===== src/hw/rtl/pdwr_pkg.sv =====
`default_nettype none

package pdwr_pkg;

    localparam int COORD_W = 29;
    localparam int RAD_W   = 30;
    localparam int DIST_W  = 30;
    localparam int SQ_W    = 2 * DIST_W;
    localparam int REM_W   = DIST_W + 1;
    localparam int TRIAL_W = DIST_W + 3;
    localparam int CELLS   = DIST_W;

    localparam int S_DATA_W = 152;
    localparam int M_DATA_W = 32;
    localparam int M_USER_W = 1;

    typedef logic signed [COORD_W-1:0] t_coord;
    typedef logic [COORD_W-1:0]        t_diff;
    typedef logic [RAD_W-1:0]          t_rad;
    typedef logic [SQ_W-1:0]           t_sq;
    typedef logic [DIST_W-1:0]         t_dist;

    typedef struct packed {
        logic              in_radius;
        t_sq               sq;
        logic [REM_W-1:0]  rem;
        t_dist             root;
    } t_cell;

endpackage

`default_nettype wire


===== src/hw/rtl/pdwr_sqrt_cell.sv =====
`default_nettype none

module pdwr_sqrt_cell (
    input  wire              i_clk,
    input  wire              i_rst_n,
    input  wire              i_ce,
    input  wire              i_valid,
    input  pdwr_pkg::t_cell  i_cell,
    output logic             o_valid,
    output pdwr_pkg::t_cell  o_cell
);

    logic                          r_valid;
    pdwr_pkg::t_cell               r_cell;
    logic [pdwr_pkg::TRIAL_W-1:0]  n_part;
    logic [pdwr_pkg::TRIAL_W-1:0]  n_trial;
    logic [pdwr_pkg::TRIAL_W-1:0]  n_diff;
    logic                          n_ge;
    pdwr_pkg::t_cell               n_cell;

    always_comb begin
        n_part  = {i_cell.rem, i_cell.sq[pdwr_pkg::SQ_W-1 -: 2]};
        n_trial = {1'b0, i_cell.root, 2'b01};
        n_ge    = (n_part >= n_trial);
        n_diff  = n_part - n_trial;
        n_cell.in_radius = i_cell.in_radius;
        n_cell.sq     = {i_cell.sq[pdwr_pkg::SQ_W-3:0], 2'b00};
        n_cell.rem    = n_ge ? n_diff[pdwr_pkg::REM_W-1:0] : n_part[pdwr_pkg::REM_W-1:0];
        n_cell.root   = {i_cell.root[pdwr_pkg::DIST_W-2:0], n_ge};
    end

    always_ff @(posedge i_clk) begin
        if (!i_rst_n) begin
            r_valid <= 1'b0;
        end else if (i_ce) begin
            r_valid <= i_valid;
        end
    end

    always_ff @(posedge i_clk) begin
        if (i_ce) begin
            r_cell <= n_cell;
        end
    end

    assign o_valid = r_valid;
    assign o_cell  = r_cell;

endmodule

`default_nettype wire


===== config.mk =====
export PLATFORM = sky130hd
export DESIGN_NAME = pdwr_sqrt_cell
export DESIGN_NICKNAME = d
export VERILOG_FILES = /design/src/hw/rtl/pdwr_pkg.sv /design/src/hw/rtl/pdwr_sqrt_cell.sv
export SDC_FILE = /design/constraint.sdc
export NUM_CORES = 1
export LEC_CHECK = 0
export BUFFER_PORTS_ARGS = -buffer_cell sky130_fd_sc_hd__buf_2
export CAP_MARGIN = 20
export CORE_UTILIZATION = 45
export DETAILED_ROUTE_END_ITERATION = 8
export GPL_ROUTABILITY_DRIVEN = 0
export PLACE_DENSITY_LB_ADDON = 0.08
export SLEW_MARGIN = 15
export SYNTH_ARGS = -nofsm -noshare
export SYNTH_HDL_FRONTEND = slang
export SYNTH_SLANG_ARGS = --single-unit

===== constraint.sdc =====
create_clock -name i_clk -period 3.25 [get_ports i_clk]
set_clock_uncertainty 0.05 [all_clocks]
set_input_delay 0 -clock i_clk [delete_from_list [all_inputs] [get_ports i_clk]]
set_output_delay 0 -clock i_clk [all_outputs]
set_load 0.03 [all_outputs]

; ---- After elaboration in Yosys (flattened, before gate mapping)
; Index checks and enable logic that the tools add are counted.
[word_totals]
reg_bits = 121
input_bits = 126
output_inout_bits = 123
elab_cells = 8
[op_classes]
addsub = 1
n_lt_le_gt_ge = 1
muxes = 1
[op_table]
columns = operator, n
row1 = 33-bit by 32-bit >= comparator with 1-bit output, 1
row2 = 31-bit two-way mux, 1
row3 = 31-bit subtractor, 1

; ---- Depth between registers and ports, before layout
; Gate-level depths: netlist of the first run.
[logic_depth]
ltp_word = 2
mapped_depth = 13
ltp_nobuf = 10

; ---- Worst setup path after synthesis of the first run
; OpenSTA, ideal clock, no wires.
[synth_timing]
path_type = input -> register
start = input i_cell[6] (netlist bit)
end = register r_cell (netlist bit o_cell[34]) (data pin)
setup_ns = 0.260
t_arrival_ns = 2.090
required_time_ns = 2.940
slack_ns = 0.850
path_stages = 12
path_buffers = 3
path_cell_list = inv_1 -> ha_1 -> buf_6 -> a21o_1 -> a31o_1 -> a21oi_2 -> o211ai_2 -> a41o_1 -> o31a_1 -> buf_6 -> buf_6 -> mux2_4
[synth_rtl]
columns = item, line_no
row1 = "start, declared", pdwr_sqrt_cell.sv:8  ; input pdwr_pkg::t_cell i_cell,
row2 = "end signal, assigned", pdwr_sqrt_cell.sv:42  ; r_cell <= n_cell;
row3 = "end, declared", pdwr_sqrt_cell.sv:14  ; pdwr_pkg::t_cell r_cell;

==> results of run 1 <==
==> critical path, stage by stage <==
cell           delay [ns]
dlygate4sd3_1        0.57
buf_2                0.14
inv_1                0.04
ha_1                 0.41
nand2_1              0.14
nor4_1               0.49
nand3_1              0.17
o211ai_2             0.15
a41o_1               0.23
o31a_2               0.17
buf_12               0.22
mux2_1               0.35
==> area by class of cell <==
class / instances / area [um^2] / share of cell area
Sequential cell: 121 / 3620 / 0.393
Timing Repair Buffer: 370 / 2490 / 0.270
Multi-Input combinational cell: 271 / 2130 / 0.232
Clock buffer: 18 / 429 / 0.0466
Tap cell: 176 / 220 / 0.0239
Inverter: 45 / 169 / 0.0183
Clock inverter: 14 / 148 / 0.0160
==> layer usage <==
| layer | routed length [um] | GRT usage | share of wire | vias up |
|---|---|---|---|---|
| met2 | 8710 | 0.436 | 0.52 | 186 |
| met3 | 854 | 0.0460 | 0.051 | 13 |
| met4 | 199 | 0.0833 | 0.012 | 0 |
| met5 | 0 | 0 | 0 | - |
| met1 | 7080 | 0.297 | 0.42 | 2450 |
| li1 | - | - | - | 2436 |
==> per-stage QoR <==
step	instances	area [um^2]
floorplan	455	6060
global placement	862	7430
detailed placement	862	7430
CTS	1015	9220
global route	1015	9220
finish	1015	9220
==> sequential cells by signal (all words and copies together), names as in the netlist <==
register  cells
o_valid       1
o_cell      120
==> final timing paths <==
check / start / endpoint / slack, ns / cells past startpoint
setup / recovery: i_cell[12] / o_cell[32] / 0.26 / 12
setup reg to reg: o_valid / o_valid / 2.03 / 3
hold / removal: i_ce / o_cell[25] / 0.04 / 1
hold reg to reg: o_valid / o_valid / 1.03 / 3
==> Yosys cell counts, types with 4 or more instances <==
library cell | n | area (um^2)
xnor2_1 | 24 | 210
nand3_1 | 7 | 35.0
ha_1 | 32 | 400
edfxtp_1 | 120 | 3600
mux2_4 | 22 | 330
xor2_1 | 4 | 35.0
clkbuf_1 | 4 | 15.0
a211oi_1 | 4 | 30.0
o211ai_1 | 6 | 45.0
o21ai_0 | 10 | 50.1
buf_6 | 7 | 78.8
nand2_1 | 24 | 90.1
nor4_1 | 4 | 25.0
a21o_1 | 11 | 82.6
buf_2 | 5 | 25.0
a21oi_1 | 25 | 125
o21ai_1 | 4 | 20.0
mux2i_1 | 4 | 40.0
nand4_1 | 7 | 43.8
inv_1 | 44 | 165
nor2b_1 | 4 | 25.0
o21bai_1 | 4 | 30.0
nor3_1 | 6 | 30.0
or2_2 | 4 | 25.0
nor2_1 | 18 | 67.6
==> power groups by stage <==
stage	clock network (uW)	registers [uW]	logic [uW]
5_1_grt	1950	1960	1380
2_1_floorplan	0	2310	490
4_1_cts	1870	1950	1290
6_report	1840	1950	1290
3_3_place_gp	0	1980	1150
3_5_place_dp	0	1980	1160
==> cells by family (layout without fill, tap and decap cells) <==
logic type      count (synthesis)  in the layout
flops                         121            121
xor+xnor                       28             28
buf+inv                        63            447
simple gates                   81             81
mux                            29             29
compound gates                 99             99
fa+ha+maj                      32             32
other cells                     1              2
==> placed cells by master (no fill, tap or decap), drive strengths merged, types with 2 or more instances in the layout <==
master       netlist  routed
edfxtp           120     120
nand4              7       7
clkinvlp           0       4
a21o              11      11
conb               1       2
nor4               4       4
nand3              7       7
nand2             24      24
o21bai             4       4
xor2               4       4
o21ai             14      14
a21boi             3       3
o22ai              3       3
mux2              25      25
clkbuf             4      18
a21oi             28      28
a211o              3       3
buf               14     249
and2               3       3
mux2i              4       4
inv               45      48
a31oi              3       3
xnor2             24      24
ha                32      32
nor2              18      18
a211oi             4       4
bufinv             0       2
o211ai             7       7
o21a               3       3
clkinv             0       5
nor2b              4       4
or2                4       4
o221ai             2       2
dlygate4sd3        0     121
nor3               6       6
a2111o             2       2
==> metrics, run 1 <==
synthesized area 6060 um^2; Area growth syn-to-layout 52.2%; Total GRT Usage 0.245; Die Width 118 um; Clock transition at path regs 0.06 ns; Worst Path Required 3.35 ns; Routed WL 16.8 mm; Die Ht 118 um; Comb pwr share 0.254; largest net degree at the start of global routing 84; Startpoint Class input port; number of remaining DRC errors 0; clock sinks 121; final slew viol count 0; Cell Rows 42; Internal 3570 uW; global-route wire length before repair 26.6 mm; FILL cells 963; CTS tree yes; worst setup margin 0.259 ns; nets 984; Distinct cells, synth 57; RSZ-0062 raised after global routing false; Syn Area/Cell 13.3 um^2; Hold Buf Count CTS 121; Worst Path Arrival 3.09 ns; IO Port Bufs 246; total gr overflow 0; initial antenna violation count 0; EDFF count, synth 120; post-synthesis sequential area ratio 0.598; Root Buffer clkbuf_16; CTS-repair resized insts 0; status completed; asr flop ratio synth 0; CTS H-tree lvls 4; Max VDD drop 0.000283 V; clock power share 0.362; Crit Path Max Fanout 27; starting density of the core 0.459; max cap viols 0; die area 13900 um^2; final setup violation count 0; final design utilization 0.699; # Post-CTS Setup Buffers 0; Critical Path Sink Type register; Pleak 0.00413 uW; Yosys warning total 0; vias in the first global route 5161; Antenna diodes 0; pre-CTS setup slack 0.411 ns; Seq pwr share 0.384; hold crit path type in2reg; I/O Pins 249; P_sw 1510 uW; adder-cell share of the synthesized area 0.0661; Clock Tree Buf Depth 2; First-pass DRT Iterations 4; critical path class in2reg; Core Footprint 13200 um^2; total power 5080 uW; Max Clock Freq 334 MHz; Post-DP HPWL 11.1 mm; Hold Vio Cnt, Final 0; synthesized flop and latch total 121; Synth Instances 454; 1st-iter DRT viols 274; DRT antenna net count 0; complex-gate fraction of the synthesized area 0.114; slew margin rel. 0.590; Clk Latency, worst-skew pair 0.41 ns; DR WL/cell 16.6 um; layout cells sized above 1 0.373; Synth Area in Simple Gates 0.0640; main flop type after synthesis edfxtp_1; Worst-Margin Slew 0.599 ns; vias per inst 5.01; switching share of power 0.297; Setup TNS 0 ns; post-synthesis mux area share 0.0667; post-route clock period utilization 0.920; Synth Area in XOR/XNOR 0.0405; combinational family with the most area after synthesis compound AO/OA/AOI/OAI gates; CTS Buf Count 17; PwrDens 551 nW/um^2; Final min period 2.99 ns; vias 5085; WHS 0.0426 ns
Note: power is estimated with default switching activity, not from simulation.
==> run 2, diff against run 1 <==
Clock period 3.25 ns to 3.6 ns, I/O delays scaled along.
==> run 2 against run 1 <==
  * Setup slack improved by 0.27 ns
  * Total power shrank 6.5%
  * Core utilization increased by 0.33 points
  * First-iteration DRC count shrank 5.5%
  * Cell area rose by 0.48%
  * Sequential share of layout area decreased by 0.19 points
  * Worst hold slack better by 0.11 ns
  * Global-route usage down 0.68 points
  * Non-clock buffer count is the same
  * Sequential power shrank 9.7%
  * Via count shrank 1.3%
  * Critical path type unchanged
  * Largest cell class unchanged
==> metrics, run 2 (synthesis gave the netlist of run 1 again) <==
status completed; global-route wire length before repair 25.7 mm (-3.2%); grt met2 use 0.423 (-0.0125); Worst path slowest cell dlygate4sd3_1; clock sinks 121 (unchanged); Final min period 3.07 ns; PwrDens 513 nW/um^2 (-6.9%); Internal 3430 uW (-4.0%); clock power share 0.386 (+0.024); GR Util met1 0.284 (-0.0133); P_sw 1320 uW (-12%); reg2reg setup slack 2.39 ns (+0.36 ns); R2R Path Start o_valid; Reg2Reg Depth 3 (unchanged); max FFs per register 120 (unchanged); hold crit path type in2reg; Core Footprint 13200 um^2 (unchanged); DR WL/cell 16.2 um (-2.3%); FILL cells 930 (-3.4%); area of the multi-input gates 2130 um^2 (unchanged); # Post-CTS Setup Buffers 0 (unchanged); cell family with most CP delay compound AO/OA/AOI/OAI gates; I/O Pins 249 (unchanged); Worst-Margin Slew 0.811 ns (+0.212 ns); layout cells sized above 1 0.371 (-0.00238); Routed WL 16.5 mm (-2.3%); CTS Buf Count 17 (unchanged); max cap viols 0 (unchanged); First-pass DRT Iterations 4 (unchanged); Clock Tree Buf Depth 2 (unchanged); Hold Buf Count CTS 121 (unchanged); vias in the first global route 5016 (-2.8%); Critical Path Sink Type register; CTS H-tree lvls 4 (unchanged); vias per inst 4.95 (-1.3%); Hold Vio Cnt, Final 0 (unchanged); worst path cell trace dlygate4sd3_1, buf_2, inv_1, ha_1, nand3_1, a2111oi_0, nand3_1, o211ai_2, a41o_1, o31a_2, buf_12, mux2_1; worst r2r dst o_valid; met3 global-route usage 0.0620 (+0.0160); RSZ-0062 raised after global routing false; GRT busiest layer met2; crit path from i_cell[5]; DRT antenna net count 0 (unchanged); total power 4750 uW (-6.5%); most used cell, CP nand3_1; Cell Rows 42 (unchanged); Hold Path Depth 1 (unchanged); Antenna diodes 0 (unchanged); leading cell type in the layout, fill and taps excluded buf_2; starting density of the core 0.459 (unchanged); number of stages on the worst setup path 12 (unchanged); Root Buffer clkbuf_16; Worst Path Arrival 3.18 ns (+0.09 ns); switching share of power 0.279 (-0.0184); Post-DP HPWL 11.0 mm (-0.92%); Comb pwr share 0.243 (-0.011); Clk Latency, worst-skew pair 0.41 ns (about the same); CTS-repair resized insts 0 (unchanged); initial antenna violation count 0 (unchanged); slew margin rel. 0.459 (-0.131); critical path class in2reg; most frequent cells in the layout buf_2 (245), dlygate4sd3_1 (121), edfxtp_1 (120); crit path capture o_cell[60]; total gr overflow 0 (unchanged); Startpoint Class input port; Worst Path Required 3.71 ns (+0.36 ns); nets 984 (unchanged); largest net degree at the start of global routing 63 (-25%); Max Clock Freq 326 MHz; Total GRT Usage 0.238 (-0.00683); Die Width 118 um (unchanged); Setup TNS 0 ns (unchanged); flip-flop and latch area 3620 um^2 (unchanged); Pleak 0.00415 uW (+0.66%); final slew viol count 0 (unchanged); Area growth syn-to-layout 52.9%; Buf/Inv on CP 4 (unchanged); CTS tree yes; vias 5020 (-1.3%); number of remaining DRC errors 0 (unchanged); final setup violation count 0 (unchanged); Clock transition at path regs 0.06 ns (about the same); Seq pwr share 0.371 (-0.013); die area 13900 um^2 (unchanged); post-route clock period utilization 0.853; Crit Path Max Fanout 26 (-3.7%); Die Ht 118 um (unchanged); Max VDD drop 0.000266 V (-6.0%); crit-path max cell delay 0.52 ns (-0.05 ns); IO Port Bufs 246 (unchanged); 1st-iter DRT viols 259 (-5.5%)
==> run 2: worst min-delay path by stage <==
stage / start / to / slack, ns
after floorplan: i_cell[98] / o_cell[100] / 0.05
after global placement: i_cell[76] / o_cell[78] / 0.13
after detailed placement: i_cell[64] / o_cell[66] / 0.13
after CTS: i_ce / o_cell[57] / 0.15
after global routing: i_ce / o_cell[57] / 0.18
final: i_ce / o_cell[57] / 0.15
==> run 2: layout make-up <==
type                    count  area share
flip-flops and latches    121       0.391
repair buffers            370       0.268
multi-input cells         271       0.231
clock buffers              20      0.0472
well taps                 176      0.0238
clock inverters            12      0.0212
inverters                  45      0.0182
==> run 2: worst reg2reg max path: cells and delay by family, from the launching register on <==
kind | cells | cell delay, ns
DFF | 1 | 0.31
buffers and inverters | 1 | 0.55
and+or+nand+nor | 1 | 0.07
muxes | 1 | 0.13
==> run 2: layer usage <==
layer,wire [um],vias up
li1,-,2436
met1,6990,2386
met2,8330,179
met3,928,19
met4,204,0
met5,0,-
==> run 2: stage by stage <==
stage / area (um^2) / cells / util / hold WS [ns] / setup slack [ns]
3_5_place_dp: 7420 / 862 / 0.562 / 0.128 / 0.554
2_1_floorplan: 6060 / 455 / - / 0.0489 / 1.20
5_1_grt: 9260 / 1015 / 0.702 / 0.181 / 0.279
3_3_place_gp: 7420 / 862 / 0.562 / 0.128 / 0.549
6_report: 9260 / 1015 / 0.702 / 0.148 / 0.529
4_1_cts: 9260 / 1015 / 0.702 / 0.149 / 0.446
==> run 2: power groups by stage <==
stage | logic [uW] | clock network, uW | registers [uW]
2_1_floorplan | 443 | 0 | 2080
3_3_place_gp | 1040 | 0 | 1780
3_5_place_dp | 1040 | 0 | 1790
4_1_cts | 1150 | 1860 | 1760
5_1_grt | 1230 | 1910 | 1770
6_report | 1160 | 1830 | 1760
==> run 3, diff against run 2 <==
Clock period 3.6 ns to 3.9 ns, I/O delays scaled along.
==> run 3 against run 2 <==
  * Global-route usage decreased by 0.36 points
  * Worst hold slack improved by 0.020 ns
  * Sequential power fell by 8%
  * Cell area down 0.30%
  * Sequential share of layout area rose by 0.12 points
  * Non-clock buffer count grew 2
  * Largest power group is now sequential cells
  * Total power shrank 10%
  * Flip-flop and latch count did not move
==> metrics, run 3 (synthesis gave the netlist of run 1 again) <==
Critical Path Sink Type register; Post-DP HPWL 10.9 mm (-0.13%); Max VDD drop 0.000250 V (-5.9%); Cell Rows 42 (unchanged); FILL cells 961 (+3.3%); number of stages on the worst setup path 11 (-1); vias per inst 4.88 (-1.3%); initial antenna violation count 0 (unchanged); vias in the first global route 5007 (-0.18%); Max Clock Freq 304 MHz; crit path from i_cell[35]; placed cell areas 7410 um^2 (about the same); worst path cell trace dlygate4sd3_1, buf_2, ha_1, nand3_1, a2111oi_0, nand3_1, o211ai_2, a41o_1, o31a_2, buf_4, mux2_1; Core Footprint 13200 um^2 (unchanged); layout cells sized above 1 0.373 (+0.00269); Reg2Reg Depth 3 (unchanged); slew margin rel. 0.513 (+0.0537); vias 4967 (-1.1%); most frequent cells in the layout buf_2 (245), dlygate4sd3_1 (122), edfxtp_1 (120); IO Port Bufs 246 (unchanged); Hold Vio Cnt, Final 0 (unchanged); nets 986 (+0.20%); CTS H-tree lvls 4 (unchanged); Area growth syn-to-layout 52.5%; critical path class in2reg; Die Ht 118 um (unchanged); PwrDens 463 nW/um^2 (-9.9%); Clock transition at path regs 0.06 ns (about the same); Antenna diodes 0 (unchanged); hold crit path type in2reg; CTS-repair resized insts 0 (unchanged); starting density of the core 0.459 (unchanged); post-route design area 9230 um^2 (-0.30%); Hold Path End o_cell[59]; R2R Path Start o_valid; Buf/Inv on CP 3 (-1); max cap viols 0 (unchanged); RSZ-0062 raised after global routing false; Hold Crit Start i_cell[60]; clock sinks 121 (unchanged); Clock Tree Buf Depth 2 (unchanged); CTS Buf Count 17 (unchanged); Root Buffer clkbuf_16; number of remaining DRC errors 0 (unchanged); Worst Path Arrival 3.40 ns (+0.22 ns); placed insts 863 (+0.12%); crit-path max cell delay 0.60 ns (+0.08 ns); I/O Pins 249 (unchanged); Worst-Margin Slew 0.712 ns (-0.0989 ns); die area 13900 um^2 (unchanged); Hold Buf Count CTS 122 (+0.83%); Die Width 118 um (unchanged); post-route clock period utilization 0.844; flip-flop and latch area 3620 um^2 (unchanged); CTS tree yes; Layout Cells excl Fill 1017 (+0.20%); # Post-CTS Setup Buffers 0 (unchanged); Worst Path Required 4.01 ns (+0.30 ns); total power 4270 uW (-10%); Clk Latency, worst-skew pair 0.41 ns (about the same); max FFs per register 120 (unchanged); final slew viol count 0 (unchanged); Hold Path Depth 5 (+4); DR WL/cell 15.7 um (-3.1%); 1st-iter DRT viols 260 (+0.39%); Routed WL 16.0 mm (-2.9%); largest net degree at the start of global routing 52 (-17%); WHS 0.168 ns (+0.0202 ns); leading cell type in the layout, fill and taps excluded buf_2; Total GRT Usage 0.235 (-0.00356); status completed; First-pass DRT Iterations 6 (+2); Worst path slowest cell a2111oi_0; Crit Path Max Fanout 13 (-50%); reg2reg setup slack 2.69 ns (+0.30 ns); most used cell, CP nand3_1; Startpoint Class input port; total gr overflow 0 (unchanged); Setup TNS 0 ns (unchanged); Final min period 3.29 ns; DRT antenna net count 0 (unchanged); Pleak 0.00413 uW (-0.52%); global-route wire length before repair 25.3 mm (-1.6%); area of the multi-input gates 2130 um^2 (unchanged); worst r2r dst o_valid; final setup violation count 0 (unchanged); cell family with most CP delay compound AO/OA/AOI/OAI gates
run 3: cell types whose count changed in the layout (fill, tap and decap cells not counted), sizes merged:
cell         previous run  this run
clkbuf                 20        18
dlygate4sd3           121       122
buf                   249       250
clkinvlp                2         5
clkinv                  3         4
bufinv                  5         3
run 3: layer usage:
metal | share of wire | vias to the layer above | global-route usage
met5 | 0 | - | 0
met4 | 0.025 | 0 | 0.106
met3 | 0.057 | 26 | 0.0586
met2 | 0.50 | 179 | 0.403
met1 | 0.42 | 2324 | 0.277
li1 | - | 2438 | -
run 3: per-stage QoR:
stage,utilization,setup WS [ns]
after global placement,0.562,0.937
after global routing,0.700,0.436
after CTS,0.700,0.652
after detailed placement,0.562,0.755
after floorplan,-,1.50
final,0.700,0.607
run 3: power by group:
| group | leakage (uW) | total (uW) | internal, uW | switching, uW |
|---|---|---|---|---|
| logic | 0.00267 | 1060 | 438 | 623 |
| clock network | 0.000277 | 1580 | 1000 | 580 |
| registers | 0.00118 | 1620 | 1590 | 32.9 |
| total | 0.00413 | 4270 | 3030 | 1240 |
run 3: layout make-up:
type | count | share of cell area
Clock buffer | 18 | 0.0465
Tap cell | 176 | 0.0239
Timing Repair Buffer | 372 | 0.269
Multi-Input combinational cell | 271 | 0.231
Inverter | 45 | 0.0183
Sequential cell | 121 | 0.392
Clock inverter | 14 | 0.0186
run 3: how the worst max path moves through the flow:
| stage | end |
|---|---|
| 6_report | o_cell[32] |
| 5_1_grt | o_cell[32] |
| 4_1_cts | o_cell[32] |
| 3_5_place_dp | o_cell[32] |
| 3_3_place_gp | o_cell[60] |
| 2_1_floorplan | o_cell[34] |
run 3: tightest hold or removal path: cells and delay by family:
kind	cells	cell delay [ns]
AO/OA/AOI/OAI	3	0.28
buffers and inverters	1	0.09
AND/OR/NAND/NOR	1	0.09
